`config.mk`:
```
export PLATFORM = sky130hd
export DESIGN_NAME = radio_status_frame_checker_top_flat
export DESIGN_NICKNAME = d
export VERILOG_FILES = /design/src/rtl/core/rsfc_pkg.sv /design/src/rtl/core/rsfc_rx_if.sv /design/src/rtl/core/rsfc_evt_if.sv /design/src/rtl/core/rsfc_cfg_if.sv /design/src/rtl/core/radio_status_frame_checker_top.sv /design/src/rtl/core/rsfc_front.sv /design/src/rtl/core/rsfc_cmd_queue.sv /design/src/rtl/core/rsfc_back.sv /design/src/flat_wrapper.sv
export SDC_FILE = /design/constraint.sdc
export NUM_CORES = 1
export LEC_CHECK = 0
export BUFFER_PORTS_ARGS = -buffer_cell sky130_fd_sc_hd__clkbuf_2
export CAP_MARGIN = 30
export CORE_MARGIN = 4
export CORE_UTILIZATION = 40
export CTS_BUF_LIST = sky130_fd_sc_hd__clkbuf_4 sky130_fd_sc_hd__clkbuf_8
export DETAILED_ROUTE_END_ITERATION = 8
export GPL_TIMING_DRIVEN = 1
export PLACE_DENSITY = 0.57
export RECOVER_POWER = 25
export SYNTH_ARGS = -nofsm -noshare
export SYNTH_HDL_FRONTEND = slang
export SYNTH_SLANG_ARGS = --single-unit
```
`constraint.sdc`:
```
create_clock -name clk -period 2.47 [get_ports clk]
set_input_delay 0 -clock clk [delete_from_list [all_inputs] [get_ports clk]]
set_output_delay 0 -clock clk [all_outputs]
set_load 0.1 [all_outputs]
```
`src/rtl/core/rsfc_pkg.sv`:
```
// ----------------------------------------------------------------------------
// rsfc_pkg: shared types and constants of the radio status frame checker
// Opcodes, event codes, the command carried from front to back, frame
// constants and the fixed battery and fault encodings.
// ----------------------------------------------------------------------------
package rsfc_pkg;

	typedef enum logic [1:0] {
		OP_BYTE  = 2'd0,
		OP_TICK  = 2'd1,
		OP_RESET = 2'd2
	} opcode_t;

	typedef enum logic [2:0] {
		EV_ACCEPT = 3'd0,
		EV_ADDR   = 3'd1,
		EV_REJECT = 3'd2,
		EV_OTHER  = 3'd3,
		EV_TICK   = 3'd4,
		EV_RESET  = 3'd5
	} event_t;

	// Command handed from the classifier to the link-state engine
	typedef struct packed {
		event_t     kind;
		logic [2:0] battery_bits;
		logic [7:0] status_byte;
	} cmd_t;

	// Queue status seen by the front and the back
	typedef struct packed {
		logic head_valid;
		logic full;
	} q_status_t;

	localparam int unsigned QUEUE_DEPTH = 2;

	localparam logic [7:0] HDR_STATUS  = 8'hAA;
	localparam logic [7:0] HDR_ADDRESS = 8'hCC;
	localparam logic [7:0] BATT_MASK   = 8'h07;

	// Frame positions (byte index of the final byte = length - 1)
	localparam logic [3:0] IDX_HEADER   = 4'd0;
	localparam logic [3:0] IDX_BATTERY  = 4'd1;
	localparam logic [3:0] IDX_STATUS   = 4'd2;
	localparam logic [3:0] IDX_ADDR_LO  = 4'd1;
	localparam logic [3:0] IDX_ADDR_HI  = 4'd5;
	localparam logic [3:0] IDX_LAST_STS = 4'd4;
	localparam logic [3:0] IDX_LAST_ADR = 4'd6;
	localparam logic [3:0] COUNT_MAX    = 4'd15;

	// Battery codes and levels
	localparam logic [2:0] BC_EMPTY = 3'd4;
	localparam logic [2:0] BC_LOW   = 3'd0;
	localparam logic [2:0] BC_MID   = 3'd1;
	localparam logic [2:0] BC_HIGH  = 3'd2;
	localparam logic [2:0] BC_FULL  = 3'd3;
	localparam logic [6:0] BATT_0   = 7'd0;
	localparam logic [6:0] BATT_10  = 7'd10;
	localparam logic [6:0] BATT_40  = 7'd40;
	localparam logic [6:0] BATT_70  = 7'd70;
	localparam logic [6:0] BATT_100 = 7'd100;

	// Status byte values and fault codes
	localparam logic [7:0] SB_NONE     = 8'h00;
	localparam logic [7:0] SB_OVERTEMP = 8'h40;
	localparam logic [7:0] SB_F1       = 8'h01;
	localparam logic [7:0] SB_F2       = 8'h10;
	localparam logic [7:0] SB_F3       = 8'h20;
	localparam logic [7:0] SB_F5       = 8'h08;
	localparam logic [7:0] SB_F6       = 8'h80;
	localparam logic [2:0] FC_NONE     = 3'd0;
	localparam logic [2:0] FC_1        = 3'd1;
	localparam logic [2:0] FC_2        = 3'd2;
	localparam logic [2:0] FC_3        = 3'd3;
	localparam logic [2:0] FC_OVERTEMP = 3'd4;
	localparam logic [2:0] FC_5        = 3'd5;
	localparam logic [2:0] FC_6        = 3'd6;

	localparam logic [2:0] MS_PHASE_LAST = 3'd4;
	localparam logic [7:0] SILENCE_LIMIT = 8'd255;

endpackage

```
`src/rtl/core/rsfc_rx_if.sv`:
```
// ----------------------------------------------------------------------------
// rsfc_rx_if: input request channel
// Opcode, frame byte and last-byte mark with a valid/ready handshake.
// ----------------------------------------------------------------------------
interface rsfc_rx_if;
	logic       valid;
	logic       ready;
	logic [1:0] opcode;
	logic [7:0] data_byte;
	logic       last_byte;

	modport source (output valid, output opcode, output data_byte, output last_byte,
		input ready);
	modport sink (input valid, input opcode, input data_byte, input last_byte,
		output ready);
endinterface

```
`src/rtl/core/rsfc_evt_if.sv`:
```
// ----------------------------------------------------------------------------
// rsfc_evt_if: event result channel
// Event kind and link status snapshot with a valid/ready handshake.
// ----------------------------------------------------------------------------
interface rsfc_evt_if;
	logic       valid;
	logic       ready;
	logic [2:0] event_kind;
	logic [6:0] battery_percent;
	logic [2:0] error_code;
	logic [7:0] link_silence;
	logic       link_connected;

	modport source (output valid, output event_kind, output battery_percent,
		output error_code, output link_silence, output link_connected, input ready);
	modport sink (input valid, input event_kind, input battery_percent,
		input error_code, input link_silence, input link_connected, output ready);
endinterface

```
`src/rtl/core/rsfc_cfg_if.sv`:
```
// ----------------------------------------------------------------------------
// rsfc_cfg_if: configuration write channel
// Device address write data with a valid/ready handshake.
// ----------------------------------------------------------------------------
interface rsfc_cfg_if;
	logic        valid;
	logic        ready;
	logic [39:0] data;

	modport source (output valid, output data, input ready);
	modport sink (input valid, input data, output ready);
endinterface

```
`src/rtl/core/radio_status_frame_checker_top.sv`:
```
// ----------------------------------------------------------------------------
// radio_status_frame_checker_top: radio status frame checker
// Path: a final byte, tick or session reset accepted on rx is queued, then
//   registered into the link engine's output stage once evt is free.
//   Non-final bytes give no event.
// Throughput: one request per cycle while the queue has room, set by the
//   two-entry command queue and the link engine's single registered stage.
// Reset: arst_n clears all control state; no clearing pass is needed.
// ----------------------------------------------------------------------------
module radio_status_frame_checker_top (
	input  logic        clk,
	input  logic        arst_n,
	rsfc_rx_if.sink     rx,
	rsfc_cfg_if.sink    cfg,
	rsfc_evt_if.source  evt
);

	// Front side: absorb frame bytes into the running sum, header, battery
	// bits, status byte and address-match flag; at the last byte judge the
	// frame by length, header and sum and queue a command. Ticks and session
	// resets go straight into the queue so ordering is kept.
	rsfc_pkg::cmd_t      push_cmd;
	rsfc_pkg::cmd_t      head_cmd;
	rsfc_pkg::q_status_t q_status;
	logic                push;
	logic                pop;

	rsfc_front u_front (
		.clk      (clk),
		.arst_n   (arst_n),
		.rx       (rx),
		.cfg      (cfg),
		.q_status (q_status),
		.push     (push),
		.push_cmd (push_cmd)
	);

	// Queue decouples the intake from the output stall: the front keeps
	// taking requests while a finished event waits on evt, until the queue is full.
	rsfc_cmd_queue u_queue (
		.clk      (clk),
		.arst_n   (arst_n),
		.push     (push),
		.push_cmd (push_cmd),
		.pop      (pop),
		.head_cmd (head_cmd),
		.q_status (q_status)
	);

	// Back side: battery level, sticky fault code, silence count with its
	// five-tick divider and the connected flag; every command yields one
	// registered event carrying the state after it.
	rsfc_back u_back (
		.clk      (clk),
		.arst_n   (arst_n),
		.head_cmd (head_cmd),
		.q_status (q_status),
		.pop      (pop),
		.evt      (evt)
	);

endmodule

```
`src/rtl/core/rsfc_front.sv`:
```
// ----------------------------------------------------------------------------
// rsfc_front: request intake and frame classifier
// Absorb frame bytes, judge frames at the last byte and queue commands.
// ----------------------------------------------------------------------------
module rsfc_front (
	input  logic                  clk,
	input  logic                  arst_n,
	rsfc_rx_if.sink               rx,
	rsfc_cfg_if.sink              cfg,
	input  rsfc_pkg::q_status_t   q_status,
	output logic                  push,
	output rsfc_pkg::cmd_t        push_cmd
);

	logic [39:0] device_address_q;
	logic [3:0]  byte_count_q;
	logic [7:0]  running_sum_q;
	logic [7:0]  header_byte_q;
	logic [2:0]  battery_bits_q;
	logic [7:0]  status_byte_q;
	logic        address_match_q;

	logic        accept;
	logic        is_byte;
	logic        addr_range;
	logic [7:0]  want_byte;
	logic        sum_ok;

	assign rx.ready  = !q_status.full;
	assign cfg.ready = 1'b1;
	assign accept    = rx.valid && rx.ready;
	assign is_byte   = rx.opcode == rsfc_pkg::OP_BYTE;

	assign push = accept && ((is_byte && rx.last_byte) || rx.opcode == rsfc_pkg::OP_TICK
		|| rx.opcode == rsfc_pkg::OP_RESET);

	assign addr_range = byte_count_q >= rsfc_pkg::IDX_ADDR_LO
		&& byte_count_q <= rsfc_pkg::IDX_ADDR_HI;

	// Address byte expected at the current frame position
	always_comb begin
		case (byte_count_q)
			4'd1: want_byte = device_address_q[39:32];
			4'd2: want_byte = device_address_q[31:24];
			4'd3: want_byte = device_address_q[23:16];
			4'd4: want_byte = device_address_q[15:8];
			4'd5: want_byte = device_address_q[7:0];
			default: want_byte = 8'h00;
		endcase
	end

	assign sum_ok = rx.data_byte == running_sum_q;

	always_comb begin
		push_cmd.battery_bits = battery_bits_q;
		push_cmd.status_byte  = status_byte_q;
		case (rx.opcode)
			rsfc_pkg::OP_TICK:  push_cmd.kind = rsfc_pkg::EV_TICK;
			rsfc_pkg::OP_RESET: push_cmd.kind = rsfc_pkg::EV_RESET;
			default: begin
				if (byte_count_q == rsfc_pkg::IDX_LAST_STS) begin
					push_cmd.kind = (header_byte_q == rsfc_pkg::HDR_STATUS && sum_ok)
						? rsfc_pkg::EV_ACCEPT : rsfc_pkg::EV_REJECT;
				end else if (byte_count_q == rsfc_pkg::IDX_LAST_ADR) begin
					push_cmd.kind = (header_byte_q == rsfc_pkg::HDR_ADDRESS
						&& address_match_q && sum_ok)
						? rsfc_pkg::EV_ADDR : rsfc_pkg::EV_REJECT;
				end else begin
					push_cmd.kind = rsfc_pkg::EV_OTHER;
				end
			end
		endcase
	end

	always_ff @(posedge clk or negedge arst_n) begin
		if (!arst_n) begin
			device_address_q <= '0;
		end else if (cfg.valid && cfg.ready) begin
			device_address_q <= cfg.data;
		end
	end

	always_ff @(posedge clk or negedge arst_n) begin
		if (!arst_n) begin
			byte_count_q    <= '0;
			running_sum_q   <= '0;
			header_byte_q   <= '0;
			battery_bits_q  <= '0;
			status_byte_q   <= '0;
			address_match_q <= 1'b1;
		end else if (accept) begin
			if ((is_byte && rx.last_byte) || rx.opcode == rsfc_pkg::OP_RESET) begin
				// drop the frame accumulators
				byte_count_q    <= '0;
				running_sum_q   <= '0;
				header_byte_q   <= '0;
				battery_bits_q  <= '0;
				status_byte_q   <= '0;
				address_match_q <= 1'b1;
			end else if (is_byte) begin
				if (byte_count_q == rsfc_pkg::IDX_HEADER) begin
					header_byte_q <= rx.data_byte;
				end
				if (byte_count_q == rsfc_pkg::IDX_BATTERY) begin
					battery_bits_q <= 3'(rx.data_byte & rsfc_pkg::BATT_MASK);
				end
				if (byte_count_q == rsfc_pkg::IDX_STATUS) begin
					status_byte_q <= rx.data_byte;
				end
				if (addr_range && rx.data_byte != want_byte) begin
					address_match_q <= 1'b0;
				end
				running_sum_q <= running_sum_q + rx.data_byte;
				if (byte_count_q != rsfc_pkg::COUNT_MAX) begin
					byte_count_q <= byte_count_q + 4'd1;
				end
			end
		end
	end

endmodule

```
`src/rtl/core/rsfc_cmd_queue.sv`:
```
// ----------------------------------------------------------------------------
// rsfc_cmd_queue: command queue between classifier and link engine
// Small register FIFO; head is read at the read pointer.
// ----------------------------------------------------------------------------
module rsfc_cmd_queue (
	input  logic                clk,
	input  logic                arst_n,
	input  logic                push,
	input  rsfc_pkg::cmd_t      push_cmd,
	input  logic                pop,
	output rsfc_pkg::cmd_t      head_cmd,
	output rsfc_pkg::q_status_t q_status
);

	localparam int unsigned PTR_W = $clog2(rsfc_pkg::QUEUE_DEPTH);
	localparam int unsigned CNT_W = $clog2(rsfc_pkg::QUEUE_DEPTH + 1);

	rsfc_pkg::cmd_t    slot_q [rsfc_pkg::QUEUE_DEPTH];
	logic [PTR_W-1:0]  wr_ptr_q;
	logic [PTR_W-1:0]  rd_ptr_q;
	logic [CNT_W-1:0]  count_q;

	assign head_cmd            = slot_q[rd_ptr_q];
	assign q_status.head_valid = count_q != '0;
	assign q_status.full       = count_q == CNT_W'(rsfc_pkg::QUEUE_DEPTH);

	always_ff @(posedge clk) begin
		if (push) begin
			slot_q[wr_ptr_q] <= push_cmd;
		end
	end

	always_ff @(posedge clk or negedge arst_n) begin
		if (!arst_n) begin
			wr_ptr_q <= '0;
			rd_ptr_q <= '0;
			count_q  <= '0;
		end else begin
			if (push) begin
				wr_ptr_q <= (wr_ptr_q == PTR_W'(rsfc_pkg::QUEUE_DEPTH - 1))
					? '0 : wr_ptr_q + PTR_W'(1);
			end
			if (pop) begin
				rd_ptr_q <= (rd_ptr_q == PTR_W'(rsfc_pkg::QUEUE_DEPTH - 1))
					? '0 : rd_ptr_q + PTR_W'(1);
			end
			case ({push, pop})
				2'b10:   count_q <= count_q + CNT_W'(1);
				2'b01:   count_q <= count_q - CNT_W'(1);
				default: count_q <= count_q;
			endcase
		end
	end

endmodule

```
`src/rtl/core/rsfc_back.sv`:
```
// ----------------------------------------------------------------------------
// rsfc_back: link-state engine
// Apply queued commands to the link state and register the event output.
// ----------------------------------------------------------------------------
module rsfc_back (
	input  logic                clk,
	input  logic                arst_n,
	input  rsfc_pkg::cmd_t      head_cmd,
	input  rsfc_pkg::q_status_t q_status,
	output logic                pop,
	rsfc_evt_if.source          evt
);

	logic [6:0] battery_level_q;
	logic [2:0] fault_code_q;
	logic [7:0] silence_count_q;
	logic       connected_q;
	logic [2:0] ms_phase_q;
	logic       evt_valid_q;
	logic [2:0] evt_kind_q;

	logic [6:0] battery_d;
	logic [2:0] fault_d;
	logic [7:0] silence_d;
	logic       connected_d;
	logic [2:0] phase_d;
	logic [6:0] battery_map;
	logic [2:0] fault_map;

	assign pop = q_status.head_valid && (!evt_valid_q || evt.ready);

	always_comb begin
		case (head_cmd.battery_bits)
			rsfc_pkg::BC_EMPTY: battery_map = rsfc_pkg::BATT_0;
			rsfc_pkg::BC_LOW:   battery_map = rsfc_pkg::BATT_10;
			rsfc_pkg::BC_MID:   battery_map = rsfc_pkg::BATT_40;
			rsfc_pkg::BC_HIGH:  battery_map = rsfc_pkg::BATT_70;
			rsfc_pkg::BC_FULL:  battery_map = rsfc_pkg::BATT_100;
			default:            battery_map = battery_level_q;
		endcase
	end

	// Overtemperature always wins; other faults only land on a clean code
	always_comb begin
		fault_map = fault_code_q;
		if (head_cmd.status_byte == rsfc_pkg::SB_OVERTEMP) begin
			fault_map = rsfc_pkg::FC_OVERTEMP;
		end else if (head_cmd.status_byte != rsfc_pkg::SB_NONE
			&& fault_code_q == rsfc_pkg::FC_NONE) begin
			case (head_cmd.status_byte)
				rsfc_pkg::SB_F1: fault_map = rsfc_pkg::FC_1;
				rsfc_pkg::SB_F2: fault_map = rsfc_pkg::FC_2;
				rsfc_pkg::SB_F3: fault_map = rsfc_pkg::FC_3;
				rsfc_pkg::SB_F5: fault_map = rsfc_pkg::FC_5;
				rsfc_pkg::SB_F6: fault_map = rsfc_pkg::FC_6;
				default:         fault_map = fault_code_q;
			endcase
		end
	end

	always_comb begin
		battery_d   = battery_level_q;
		fault_d     = fault_code_q;
		silence_d   = silence_count_q;
		connected_d = connected_q;
		phase_d     = ms_phase_q;
		case (head_cmd.kind)
			rsfc_pkg::EV_ACCEPT: begin
				battery_d   = battery_map;
				fault_d     = fault_map;
				silence_d   = '0;
				connected_d = 1'b1;
			end
			rsfc_pkg::EV_TICK: begin
				if (ms_phase_q == rsfc_pkg::MS_PHASE_LAST) begin
					phase_d = '0;
					if (silence_count_q < rsfc_pkg::SILENCE_LIMIT) begin
						silence_d = silence_count_q + 8'd1;
					end
				end else begin
					phase_d = ms_phase_q + 3'd1;
				end
			end
			rsfc_pkg::EV_RESET: begin
				battery_d   = '0;
				fault_d     = '0;
				silence_d   = '0;
				connected_d = 1'b0;
			end
			default: begin
			end
		endcase
	end

	always_ff @(posedge clk or negedge arst_n) begin
		if (!arst_n) begin
			battery_level_q <= '0;
			fault_code_q    <= '0;
			silence_count_q <= '0;
			connected_q     <= 1'b0;
			ms_phase_q      <= '0;
			evt_valid_q     <= 1'b0;
		end else begin
			if (pop) begin
				battery_level_q <= battery_d;
				fault_code_q    <= fault_d;
				silence_count_q <= silence_d;
				connected_q     <= connected_d;
				ms_phase_q      <= phase_d;
				evt_valid_q     <= 1'b1;
			end else if (evt.ready) begin
				evt_valid_q <= 1'b0;
			end
		end
	end

	always_ff @(posedge clk) begin
		if (pop) begin
			evt_kind_q <= head_cmd.kind;
		end
	end

	assign evt.valid           = evt_valid_q;
	assign evt.event_kind      = evt_kind_q;
	assign evt.battery_percent = battery_level_q;
	assign evt.error_code      = fault_code_q;
	assign evt.link_silence    = silence_count_q;
	assign evt.link_connected  = connected_q;

endmodule

```
`src/flat_wrapper.sv`:
```
// flat-port wrapper written by rule: the top's interface ports become plain ports
module radio_status_frame_checker_top_flat 
  (clk, arst_n, rx_valid, rx_opcode, rx_data_byte, rx_last_byte, rx_ready, cfg_valid, cfg_data, cfg_ready, evt_valid, evt_event_kind, evt_battery_percent, evt_error_code, evt_link_silence, evt_link_connected, evt_ready);
  rsfc_rx_if rx_i ();
  rsfc_cfg_if cfg_i ();
  rsfc_evt_if evt_i ();
  input  logic clk;
  input  logic arst_n;
  input wire logic [$bits(rx_i.valid)-1:0] rx_valid;
  input wire logic [$bits(rx_i.opcode)-1:0] rx_opcode;
  input wire logic [$bits(rx_i.data_byte)-1:0] rx_data_byte;
  input wire logic [$bits(rx_i.last_byte)-1:0] rx_last_byte;
  output wire logic [$bits(rx_i.ready)-1:0] rx_ready;
  input wire logic [$bits(cfg_i.valid)-1:0] cfg_valid;
  input wire logic [$bits(cfg_i.data)-1:0] cfg_data;
  output wire logic [$bits(cfg_i.ready)-1:0] cfg_ready;
  output wire logic [$bits(evt_i.valid)-1:0] evt_valid;
  output wire logic [$bits(evt_i.event_kind)-1:0] evt_event_kind;
  output wire logic [$bits(evt_i.battery_percent)-1:0] evt_battery_percent;
  output wire logic [$bits(evt_i.error_code)-1:0] evt_error_code;
  output wire logic [$bits(evt_i.link_silence)-1:0] evt_link_silence;
  output wire logic [$bits(evt_i.link_connected)-1:0] evt_link_connected;
  input wire logic [$bits(evt_i.ready)-1:0] evt_ready;
  assign rx_i.valid = rx_valid;
  assign rx_i.opcode = rx_opcode;
  assign rx_i.data_byte = rx_data_byte;
  assign rx_i.last_byte = rx_last_byte;
  assign rx_ready = rx_i.ready;
  assign cfg_i.valid = cfg_valid;
  assign cfg_i.data = cfg_data;
  assign cfg_ready = cfg_i.ready;
  assign evt_valid = evt_i.valid;
  assign evt_event_kind = evt_i.event_kind;
  assign evt_battery_percent = evt_i.battery_percent;
  assign evt_error_code = evt_i.error_code;
  assign evt_link_silence = evt_i.link_silence;
  assign evt_link_connected = evt_i.link_connected;
  assign evt_i.ready = evt_ready;
  radio_status_frame_checker_top u_core (.clk(clk), .arst_n(arst_n), .rx(rx_i), .cfg(cfg_i), .evt(evt_i));
endmodule
```
# == Yosys cells after proc, flatten, opt, wreduce, memory -nomap -nowiden ==
# Memory sizes are Yosys's and may differ from the RTL's.
# Index checks and enable logic that the tools add are counted.
# Widths: inputs -> output; s select.
# totals
register_bits,102
ramBits,28
in_bits,56
output_inout_bits,25
elab_cells,149
mem_count,1
# mem_list
name,words,word_bits,rd,rd_ports_with_merged_regs,write_ports,line,text
u_core.u_queue.slot_q,2,14,1,0,1,rsfc_cmd_queue.sv:18,rsfc_pkg::cmd_t slot_q [rsfc_pkg::QUEUE_DEPTH];
# classes
n_addsub,8
order_cmp,3
eq_ne,34
muxes,41
reduce_logical,45
# ops
op,count
$mux 8,10
$pmux 8 s5,1
$pmux 7 s5,1
$eq 8x8->1 const B,3
$reduce_bool 2->1,11
$mux 3,6
$reduce_and 3->1,6
$pmux 8 s2,1
$pmux 3 s5,1
$pmux 7 s2,1
$eq 3x3->1 const B,4
$eq 4x3->1 const B,3
$mux 4,3
$pmux 3 s2,2
$logic_and 1x1->1,10
$logic_not 3->1,3
$mux 1,9
$add 8x1->8 const B,1
$add 8x8->8,1
$eq 4x2->1 const B,2
$eq 8x1->1 const B,1
$eq 8x4->1 const B,1
$eq 8x5->1 const B,1
$eq 8x6->1 const B,1
32 further kinds,48

# == Logic depth before layout (Yosys ltp) ==
# logic_depth
depth_word,7
mapped_depth,9
ltp_nobuf,8

# == Modules after synthesis ==
# A second synthesis with hierarchy kept.
# hier_totals
hier_cells,548
hier_area_um2,6521.3
# by_module_without_submodules
module,instances,cells_each,area_per_inst_um2,seq_area_each_um2
rsfc_front,1,355,3905.0,1803.0
rsfc_back,1,133,1366.3,590.6
rsfc_cmd_queue,1,60,1249.9,940.9

# == Worst setup path before layout ==
# Ideal clock, no wire load.
# synth_timing
kind,register to register
from,"register u_core.u_back.silence_count_q[0], in the netlist u_core.u_back.evt.link_silence[0]"
to,"register u_core.u_back.silence_count_q[7], in the netlist u_core.u_back.evt.link_silence[7]"
setup_time_ns,0.079
arrival_ns,2.634
path_slack_ns,-0.242
stages_incl_launch_ff,8
path_buffers,0
cell_sequence,dfrtp_1 > ha_1 > nand3_1 > or3b_1 > a221oi_4 > nor3_2 > a31o_2 > a21oi_1
# synth_between
elab_chain_cells,4
word_cells_on_any_way,7
cone_classes,add/sub: 1; order compare: 1; eq/ne: 1; mux: 3; reduce/logical: 1
# synth_rtl
element,line,text
start: declaration,rsfc_back.sv:16,logic [7:0] silence_count_q;
start signal: assignment,rsfc_back.sv:107,silence_count_q <= silence_d;
$add 8x1->8,rsfc_back.sv:78,silence_d = silence_count_q + 8'd1;
$mux 8,rsfc_back.sv:77,if (silence_count_q < rsfc_pkg::SILENCE_LIMIT) begin
$mux 8,rsfc_back.sv:75,if (ms_phase_q == rsfc_pkg::MS_PHASE_LAST) begin
$pmux 8 s2,rsfc_back.sv:67,case (head_cmd.kind)
# Parallel ways exist; a longest one is shown, timed or not. The select of a mux whose other input is x is not followed.
# A chain may end at the register's enable or synchronous reset.

# == Worst setup path after layout ==
# layout_timing
from,register u_core.u_queue.rd_ptr_q
to,"register u_core.u_back.fault_code_q[0], in the netlist u_core.u_back.evt.error_code[0]"
# layout_between
elab_chain_cells,6
word_cells_on_any_way,19
cone_classes,eq/ne: 9; mux: 4; reduce/logical: 5; memory: 1
# layout_rtl
element,line,text
start: declaration,rsfc_cmd_queue.sv:20,logic [PTR_W-1:0] rd_ptr_q;
start signal: assignment,rsfc_cmd_queue.sv:44,rd_ptr_q <= (rd_ptr_q == PTR_W'(rsfc_pkg::QUEUE_DEPTH - 1))
$mem_v2 2x14 (*),-,
"$eq 8x8->1, or another cell as far along",rsfc_back.sv:50,case (head_cmd.status_byte)
$pmux 3 s5,rsfc_back.sv:50,
$mux 3,rsfc_back.sv:48,end else if (head_cmd.status_byte != rsfc_pkg::SB_NONE
$mux 3,rsfc_back.sv:46,if (head_cmd.status_byte == rsfc_pkg::SB_OVERTEMP) begin
$pmux 3 s2,rsfc_back.sv:67,
end signal: assignment,rsfc_back.sv:106,fault_code_q <= fault_d;
end: declaration,rsfc_back.sv:15,logic [2:0] fault_code_q;
# Mark *: on every way between the ends. The rest lies on a longest branch, timed or not. The select of a mux whose other input is x is not followed.

==> out/results.ini <==
[pwr]
comb_power_share=0.422
power_leakage_nw=3.41
swShare=0.415
seq_power_share=0.369
power_density_mw_per_mm2=1050
finalPower_w=0.00834
power_switching_w=0.00346
p_int_w=0.00488
clockPowerShare=0.209
ir_drop_mv=0.626

[sta]
skew_ns=0.0111
fmax_mhz=429
relSlewSlack=0.194
timing.final.hold_violations=0
period_share=0.943
maxSlewViolCount=0
setup_slack_ns=0.141
tightest_slew_ns=1.21
rsz0062_at_grt=false
min_period_ns=2.33
setup_violations=0
holdWs_ns=0.0492

[global_routing]
antenna_found_initial=0
grt_usage=0.168
grt_pass1_wl_mm=24.0
first_global_vias=4957
grt_max_degree=52
overflow=0

[logic_synthesis]
synth-edff-count=31
yosysMostFrequentCell=dfrtp_1
syn_area_per_cell_um2=11.7
synth_top_family_by_area=compound AO/OA/AOI/OAI gates
yosysWarnings=0
synth_top_area_frac=0.374
synth.top_cells.by_count=dfrtp_1, mux2_2, nand2_1, edfxtp_1, nor2_1
async_reset_ff_frac=0.756
synth.distinct_cells=75
synthCells=543
yosys.area_share.xor_xnor=0.0386
yosysTopAreaCell=dfrtp_1
synthesis.area_mm2=0.00635
synth.area.top_cells=dfrtp_1, edfxtp_1, mux2_2
yosys.area_share.simple=0.117
synth_flop_cell=dfrtp_1
synthAdderAreaFrac=0.0406
synth_seq_area_share=0.525
synth_mux_area_frac=0.0910
ys_ff_latch=127
synth_compound_area_frac=0.151

[detailed_routing]
ant_nets=0
vias=4680
wire_per_inst_um=16.0
dr.pass1.iters=5
drt-total-wl_mm=14.5
drc_errors=0
viasPerCell=5.15
drtIter0Drc=320

[setup_path]
critPathArrivalTime_ns=2.66
cp.required_ns=2.80
path_class=reg2reg
startpoint_type=register
cp-end-kind=register
crit_fanout=13

[clocking]
post_cts_buffers=0
path_clk_slew_ns=0.07
insertion_delay_ns=0.44
root_buffer=clkbuf_8
cts_buffers=17
cts-htree-levels=4
cts.sinks=127
cts_tree=built
clock_path_buffers=2

[placed_design]
gp_congestion=0.814
pre_cts_ws_ns=0.0605
hpwl_mm=10.4
io_buffer_count=77

[floorplanning]
initial_core_util=0.413
core_mm2=0.0154
dieArea_mm2=0.0180
die_w_um=134
rows=45
boundaryPins=81
die_y_um=134

[final_layout]
drive_gt1_frac=0.277
n_antenna_cell=0
area_delta_synth_final_pct=25.0
final_nets=760

[run]
drv_cap=0

[hold_path]
hold_path_class=in2reg

[run_status]
outcome=completed

-- flip-flops by register name, summed over array words and instances, names as in the netlist, 2 cells and up --
signal,cells
u_core.u_queue.count_q,2
u_core.u_queue.slot_q,28
u_core.u_front.byte_count_q,4
u_core.u_back.evt.event_kind,3
u_core.u_front.header_byte_q,8
u_core.u_front.device_address_q,40
u_core.u_front.running_sum_q,8
u_core.u_front.battery_bits_q,3
u_core.u_front.status_byte_q,8
u_core.u_back.evt.link_silence,8
u_core.u_back.ms_phase_q,3
u_core.u_back.evt.error_code,3
u_core.u_back.evt.battery_percent,4
-- area by class of cell --
type | count | area [um2]
fill | 1340 | 7430
sequential | 127 | 3340
multi-input combinational | 369 | 2820
timing repair buffer | 147 | 1050
clock buffer | 21 | 264
tap | 211 | 264
clock inverter | 11 | 119
inverter | 22 | 82.6
-- metal layers --
metal  vias up  track usage  routed length [um]
met5         -            0                   0
met4         0       0.0560                 184
met3        14       0.0446                 605
met2       104        0.293                7380
met1      2270        0.202                6330
li1       2292            -                   -
-- critical path, stage by stage, from the launching register on --
cell,delay [ns]
dfrtp_2,0.50
buf_4,0.21
nor3_1,0.26
o22ai_1,0.19
or3_1,0.44
o2111a_1,0.19
nor2_4,0.12
mux2_4,0.30
-- logic make-up (layout without fill, tap and decap cells) --
family	Yosys count	after routing
AND/OR/NAND/NOR	141	141
flip-flops	127	127
AO/OA/AOI/OAI	126	126
multiplexers	51	51
buffers and inverters	48	201
XOR/XNOR	28	28
adder cells (fa/ha/maj)	20	20
other	2	3
-- what timing repair did --
item | in CTS | in global routing
hold buffers | 50 | 0
setup endpoints to repair | 0 | 6
resized for setup | 0 | 6
endpoints found under the hold margin | 106 | 0
-- power groups by stage --
stage / combinational, W / clock (W) / sequential [W]
2_1_floorplan: 0.00205 / 0 / 0.00372
3_3_place_gp: 0.00339 / 0 / 0.00309
3_5_place_dp: 0.00344 / 0 / 0.00312
4_1_cts: 0.00352 / 0.00179 / 0.00308
5_1_grt: 0.00384 / 0.00189 / 0.00315
6_report: 0.00352 / 0.00174 / 0.00308
-- cell usage in the layout (no fill, tap or decap), types with 4 or more instances in the layout --
| master | instances |
|---|---|
| clkbuf_8 | 17 |
| dlygate4sd3_1 | 50 |
| a21oi_1 | 18 |
| a32o_1 | 4 |
| clkbuf_2 | 76 |
| o31ai_1 | 6 |
| ha_1 | 17 |
| dfrtp_2 | 4 |
| a31oi_1 | 5 |
| o21ai_0 | 21 |
| clkbuf_4 | 4 |
| nor3b_1 | 5 |
| mux2i_1 | 9 |
| nand2_1 | 34 |
| inv_1 | 22 |
| xnor2_1 | 18 |
| o211ai_1 | 4 |
| buf_4 | 19 |
| edfxtp_1 | 31 |
| mux2_2 | 40 |
| and3_1 | 4 |
| xor2_1 | 10 |
| nand2b_1 | 6 |
| dfrtp_1 | 91 |
| nor4_1 | 7 |
| nand3_1 | 9 |
| nor3_1 | 14 |
| a21o_1 | 4 |
| nand4_1 | 4 |
| a22oi_1 | 9 |
| nor2_1 | 31 |
| a22o_1 | 24 |
-- path summary, 6_finish.rpt --
kind | slack (ns) | to | from | depth (start not counted)
setup / recovery | 0.14 | u_core.u_back.evt.error_code[0] | u_core.u_queue.rd_ptr_q | 7
hold / removal | 0.05 | u_core.u_back.evt.valid | evt_ready | 3
setup reg to reg | 0.14 | u_core.u_back.evt.error_code[0] | u_core.u_queue.rd_ptr_q | 7
hold reg to reg | 0.49 | u_core.u_queue.slot_q[0][8] | u_core.u_front.battery_bits_q[0] | 0
max in group asynchronous | 1.27 | u_core.u_front.device_address_q[30] | arst_n | 3
min in group asynchronous | 0.34 | u_core.u_back.evt.link_silence[6] | arst_n | 2
-- through the flow --
stage          instances  cell area, um2  TNS, ns   util
2_1_floorplan        544            6360   -0.120      -
3_3_place_gp         824            7020        0  0.457
3_5_place_dp         826            7040        0  0.458
4_1_cts              908            7920        0  0.515
5_1_grt              908            7940        0  0.516
6_report             908            7940        0  0.516
Power figures use the tool's default switching activity.
